File: src/rtl/mrw_pkg.sv
// ----------------------------------------------------------------------------
// mrw_pkg: shared types and constants for the Miller-Rabin witness test
// Datapath commands, status bundle and handshake widths.
// ----------------------------------------------------------------------------
package mrw_pkg;

    localparam int FIELD_W      = 64;  // width of candidate and base on the ports
    localparam int WORD_BITS_DEF = 64; // default arithmetic width

    typedef enum logic [3:0] {
        DP_NOP,
        DP_LOAD,        // capture candidate and base, clear remainder
        DP_RED,         // one bit of base mod n
        DP_SPLIT,       // shift one trailing zero out of n-1
        DP_POW_INIT,    // x = 1, restart exponent scan
        DP_SQ_START,    // start x*x mod n
        DP_SQ_DEC,      // start x*x mod n and count one squaring off s
        DP_MB_START,    // start x*base mod n
        DP_MUL_STEP,    // one shift-add bit of the modular product
        DP_EXP_SHIFT    // advance to the next exponent bit
    } t_dp_op;

    typedef struct packed {
        logic small_prime; // n is 2 or 3
        logic bad_n;       // n below 2 or even
        logic step_last;   // bit counter on its final step
        logic exp_even;
        logic exp_bit;
        logic exp_last;
        logic x_one;
        logic x_nm1;
        logic s_le1;
    } t_dp_status;

    typedef struct packed {
        logic valid;
        logic pass;
    } t_fin;

endpackage

File: src/rtl/mrw_ctrl.sv
// ----------------------------------------------------------------------------
// mrw_ctrl: sequencer for one witness round
// Steps reduction, split, exponentiation and squarings; reports the verdict.
// ----------------------------------------------------------------------------
module mrw_ctrl import mrw_pkg::*; (
    input  logic       i_clk,
    input  logic       i_rst_n,
    input  logic       i_req_valid,
    input  logic       i_out_free,
    input  t_dp_status i_status,
    output logic       o_req_ready,
    output t_dp_op     o_op,
    output t_fin       o_fin
);
    typedef enum logic [13:0] {
        S_IDLE  = 14'b00000000000001,
        S_CLASS = 14'b00000000000010,
        S_RED   = 14'b00000000000100,
        S_SPLIT = 14'b00000000001000,
        S_PSQ   = 14'b00000000010000,
        S_PMSQ  = 14'b00000000100000,
        S_PBM   = 14'b00000001000000,
        S_PMB   = 14'b00000010000000,
        S_PNEXT = 14'b00000100000000,
        S_CHECK = 14'b00001000000000,
        S_SQ    = 14'b00010000000000,
        S_SQM   = 14'b00100000000000,
        S_SQCHK = 14'b01000000000000,
        S_DONE  = 14'b10000000000000
    } t_state;

    t_state r_state, n_state;
    logic   r_pass, n_pass;

    always_comb begin
        n_state     = r_state;
        n_pass      = r_pass;
        o_op        = DP_NOP;
        o_req_ready = 1'b0;
        o_fin       = '0;
        case (r_state)
            S_IDLE: begin
                o_req_ready = 1'b1;
                if (i_req_valid) begin
                    o_op    = DP_LOAD;
                    n_state = S_CLASS;
                end
            end
            S_CLASS: begin
                if (i_status.small_prime) begin
                    n_pass  = 1'b1;
                    n_state = S_DONE;
                end else if (i_status.bad_n) begin
                    n_pass  = 1'b0;
                    n_state = S_DONE;
                end else begin
                    n_state = S_RED;
                end
            end
            S_RED: begin
                o_op = DP_RED;
                if (i_status.step_last) begin
                    n_state = S_SPLIT;
                end
            end
            S_SPLIT: begin
                if (i_status.exp_even) begin
                    o_op = DP_SPLIT;
                end else begin
                    o_op    = DP_POW_INIT;
                    n_state = S_PSQ;
                end
            end
            S_PSQ: begin
                o_op    = DP_SQ_START;
                n_state = S_PMSQ;
            end
            S_PMSQ: begin
                o_op = DP_MUL_STEP;
                if (i_status.step_last) begin
                    n_state = i_status.exp_bit ? S_PBM : S_PNEXT;
                end
            end
            S_PBM: begin
                o_op    = DP_MB_START;
                n_state = S_PMB;
            end
            S_PMB: begin
                o_op = DP_MUL_STEP;
                if (i_status.step_last) begin
                    n_state = S_PNEXT;
                end
            end
            S_PNEXT: begin
                o_op    = DP_EXP_SHIFT;
                n_state = i_status.exp_last ? S_CHECK : S_PSQ;
            end
            S_CHECK: begin
                if (i_status.x_one || i_status.x_nm1) begin
                    n_pass  = 1'b1;
                    n_state = S_DONE;
                end else if (i_status.s_le1) begin
                    n_pass  = 1'b0;
                    n_state = S_DONE;
                end else begin
                    n_state = S_SQ;
                end
            end
            S_SQ: begin
                o_op    = DP_SQ_DEC;
                n_state = S_SQM;
            end
            S_SQM: begin
                o_op = DP_MUL_STEP;
                if (i_status.step_last) begin
                    n_state = S_SQCHK;
                end
            end
            S_SQCHK: begin
                if (i_status.x_nm1) begin
                    n_pass  = 1'b1;
                    n_state = S_DONE;
                end else if (i_status.x_one || i_status.s_le1) begin
                    n_pass  = 1'b0;
                    n_state = S_DONE;
                end else begin
                    n_state = S_SQ;
                end
            end
            S_DONE: begin
                if (i_out_free) begin
                    o_fin.valid = 1'b1;
                    o_fin.pass  = r_pass;
                    n_state     = S_IDLE;
                end
            end
            default: begin
                n_state = S_IDLE;
            end
        endcase
    end

    always_ff @(posedge i_clk) begin
        if (!i_rst_n) begin
            r_state <= S_IDLE;
            r_pass  <= 1'b0;
        end else begin
            r_state <= n_state;
            r_pass  <= n_pass;
        end
    end

endmodule
File: config.mk
export PLATFORM = sky130hd
export DESIGN_NAME = mrw_ctrl
export DESIGN_NICKNAME = d
export VERILOG_FILES = /design/src/rtl/mrw_pkg.sv /design/src/rtl/mrw_ctrl.sv
export SDC_FILE = /design/constraint.sdc
export NUM_CORES = 1
export LEC_CHECK = 0
export ABC_AREA = 1
export BUFFER_PORTS_ARGS = -buffer_cell sky130_fd_sc_hd__buf_2
export CORE_MARGIN = 4
export CORE_UTILIZATION = 50
export CTS_CLUSTER_DIAMETER = 150
export DETAILED_ROUTE_END_ITERATION = 8
export PLACE_DENSITY = 0.77
export SYNTH_ARGS = -nofsm -noshare
export SYNTH_HDL_FRONTEND = slang
export SYNTH_SLANG_ARGS = --single-unit
File: constraint.sdc
create_clock -name i_clk -period 1.2 [get_ports i_clk]
set_input_delay 0.18 -clock i_clk [delete_from_list [all_inputs] [get_ports i_clk]]
set_output_delay 0.18 -clock i_clk [all_outputs]
set_load 0.02 [all_outputs]
==> key figures <==
Job
  – Maxcap violations: 0

STA
  – Slew headroom: between 70 and 80%
  – Fmax: approximately 0.54 GHz
  – Final hold slack: between 100 and 150 ps
  – Final hold vios: 0
  – RSZ-0062 raised after global routing: yes
  – Slew Viols, Final: 0
  – Final setup margin: -642 ps
  – Worst Tran Pin Value: between 300 and 400 ps
  – Tmin final: around 1800 ps
  – Crit share post-route: 153%
  – Setup Skew: between 15 and 20 ps
  – Setup Viol. Count Final: 22

Yosys
  – Cells after Synth: roughly 190
  – Seq/Total Area, Yosys: between 20% and 30%
  – Synth Flop Type: dfxtp_1
  – Async SR Flop Fraction: 0%
  – Syn_area_per_cell: ~6.6 µm²
  – YS warnings: 0
  – Synth Register Bits: 15
  – Post-synth top area cell: dfxtp_1
  – Post-synth EDFFs: 0
  – Syn_nets: ~200
  – Post-synth top cells: nand2_1, nor2_1, inv_1
  – Synth cell types: 28
  – Count leader, synth: nand2_1
  – Synth top area cells: dfxtp_1, nand2_1, nor2_1
  – Top cell type's share of synthesized area: about a quarter
  – Synthesized area: about 1200 µm²

Clock network
  – CTS tree: yes
  – Clock Latency Late Sink: around 300 ps
  – Clock net sink count: 15
  – Clock slew at reported path FFs: approximately 100 ps
  – Root Driver: clkbuf_4
  – Hold-fix buffers, CTS: 0
  – CTS max path bufs: 2
  – Htree depth: 1
  – TritonCTS Buffers: 3

Power and ir drop
  – Power per Cell Area: about 2600 nW/µm²
  – Max VDD drop: ~1600 µV
  – Comb pwr share: approximately four fifths
  – Clock Power Share: about 5.9%
  – Sw Pwr: 2.72 mW
  – Switch share: a little over half
  – Seq pwr share: 16.0%
  – Leak: ~1 nW
  – Cell-internal power: 2.45 mW

Worst setup path
  – Worst Setup SP: r_state[8]$_SDFFE_PN0P_
  – Number of buffers and inverters on the critical path: 1
  – Worst setup endpoint: o_op[0]
  – Largest fanout on the critical path: 7
  – Crit-path slowest cell: dfxtp_2
  – CP delay by family, top: simple AND/OR/NAND/NOR gates
  – R2R setup slack: -510 ps
  – Critical path cell sequence: nor2_4 -> nand2_4 -> nor2_8 -> nand3_2 -> nand2_1 -> a21oi_1 -> nand3_1 -> buf_4
  – CP required: 1020 ps
  – R2r endpoint: r_state[11]$_SDFFE_PN0P_
  – Critical path depth: 8
  – Worst R2R Path Depth: 12
  – CP Class: register to output pin
  – CP Launch Type: register
  – Crit path DAT: 1660 ps
  – Largest stage delay on the critical path: about 340 ps
  – R2r startpoint: r_state[4]$_SDFFE_PN0P_
  – Worst setup EP type: output pin

Die
  – Initial Utilization: between 50% and 60%
  – Core area: between 2000 and 2500 µm²
  – FP Rows: 17
  – Io pins: 20
  – DIE AREA: 3310 µm²
  – Die width: ~58 µm
  – Chip Height: around 58 µm

Global routing
  – Initial antenna violation count: 0
  – Vias in the first global route: approximately 1.6k
  – Grt met3 use: about 5.7%
  – Gr busiest metal: met2
  – Met2 global-route usage: 48.4%
  – Met1 usage: between 30% and 40%
  – First-pass GRT wire length: about 7300 µm
  – Largest net degree at the start of global routing: 12
  – Grt total ovfl: 0
  – Total GRT Usage: 28.1%

Finish
  – Share of layout cells above drive strength 1: roughly two thirds
  – Final Util: between 80 and 90%
  – ANT cells: 0
  – Post-Layout Inst Area: 1970 µm²
  – Filler-free cell count of the finished design: ~280
  – Area growth syn-to-layout: 60.5%
  – Fillers: 111
  – Post-layout nets: between 200 and 300

Placed design
  – Placed cell area: between 1500 and 2000 µm²
  – Gpl congestion: around 0.95
  – Port Buf Inserts: 19
  – Placed cell count: 259
  – HPWL after DPL: ~2600 µm
  – Worst slack at placement: -314 ps

Route
  – Final ANT Viol Nets: 0
  – Total number of vias: ~1.6k
  – TritonRoute pass-1 iters: 6
  – Post-Route WL: between 4000 and 5000 µm
  – DR iter-0 viols: between 100 and 150
  – DRC viols: 1
  – Routed len/inst: ~17 µm
  – Vias per cell: ~5.7

Status
  – Violated checks: design-rule violations, negative setup slack
  – Outcome: complete, but fails checks

Hold path
  – Hold Crit Class: input pin to register
[metrics by stage]
stage / TNS [ps] / total power [mW]
after floorplan: -2270 / 2.67
after global placement: -4490 / 3.31
after detailed placement: -5260 / 3.40
after CTS: -8160 / 4.44
after global routing: -11480 / 5.41
final: -10320 / 5.18
[area by class of cell]
cell class | instances | area [µm²] | area share (%)
clock buffers | 4 | 26.3 | 1.33
well taps | 28 | 35.0 | 1.78
inverters | 31 | 116 | 5.90
multi-input cells | 139 | 997 | 50.6
repair buffers | 62 | 469 | 23.8
flip-flops and latches | 15 | 328 | 16.6
[state kept, by name, indices dropped and copies added (netlist names)]
name     cells
r_pass       1
r_state     14
[power by group through the flow]
| stage | clock [mW] | sequential, mW | combinational [mW] |
|---|---|---|---|
| final | 0.306 | 0.826 | 4.04 |
| after global routing | 0.328 | 0.842 | 4.24 |
| after CTS | 0.299 | 0.787 | 3.35 |
| after detailed placement | 0 | 0.767 | 2.63 |
| after global placement | 0 | 0.759 | 2.55 |
| after floorplan | 0 | 0.749 | 1.92 |
[placed cells by master (no fill, tap or decap), drive strengths merged]
master,Yosys,routed
a21oi,2,2
and2,1,1
buf,1,62
clkbuf,1,4
dfxtp,15,15
inv,31,31
nand2,50,51
nand3,22,22
nand3b,2,2
nand4,1,1
nor2,49,49
nor3,5,5
nor3b,2,2
o211ai,2,2
o21ai,2,2
[metal layers]
metal	part of all wire, %	wire (µm)
met1	37	1820
met2	48	2310
met3	9.2	449
met4	5.7	275
met5	0	0
[worst reg2reg max path: stages (launching register included)]
cell	delay, ps
dfxtp_4	370
nor2_4	140
nand2_4	120
nor2_8	190
buf_6	120
buf_6	100
nand3_2	110
nand2_2	130
nor2_4	70
nand2_8	110
nand2_4	50
nand2_2	60
nor2_2	30
[how the worst min path moves through the flow]
stage	startpoint	endpoint	slack, ps	cells past startpoint
after floorplan	i_status[0]	r_state[10]$_SDFFE_PN0P_	330	3
after global placement	i_status[0]	r_state[10]$_SDFFE_PN0P_	430	4
after detailed placement	i_status[0]	r_state[10]$_SDFFE_PN0P_	430	4
after CTS	i_status[0]	r_state[10]$_SDFFE_PN0P_	120	4
after global routing	i_status[0]	r_state[10]$_SDFFE_PN0P_	160	4
final	i_status[0]	r_state[10]$_SDFFE_PN0P_	120	4
[cells by family (layout without fill, tap and decap cells)]
group           after synthesis  in the layout  synth area share, %
compound gates                6              6                 3.16
buf+inv                      33             97                 11.3
flops                        15             15                 24.4
simple gates                132            133                 61.1
[repair_timing]
item                                    CTS  global route
cloned                                    1             0
resized for setup                        51            26
buffers inserted                         12             5
endpoints found under the setup margin   22            22
pin swaps                                20            11
endpoints found under the hold margin     0             0
Note: power is estimated with default switching activity, not from simulation.
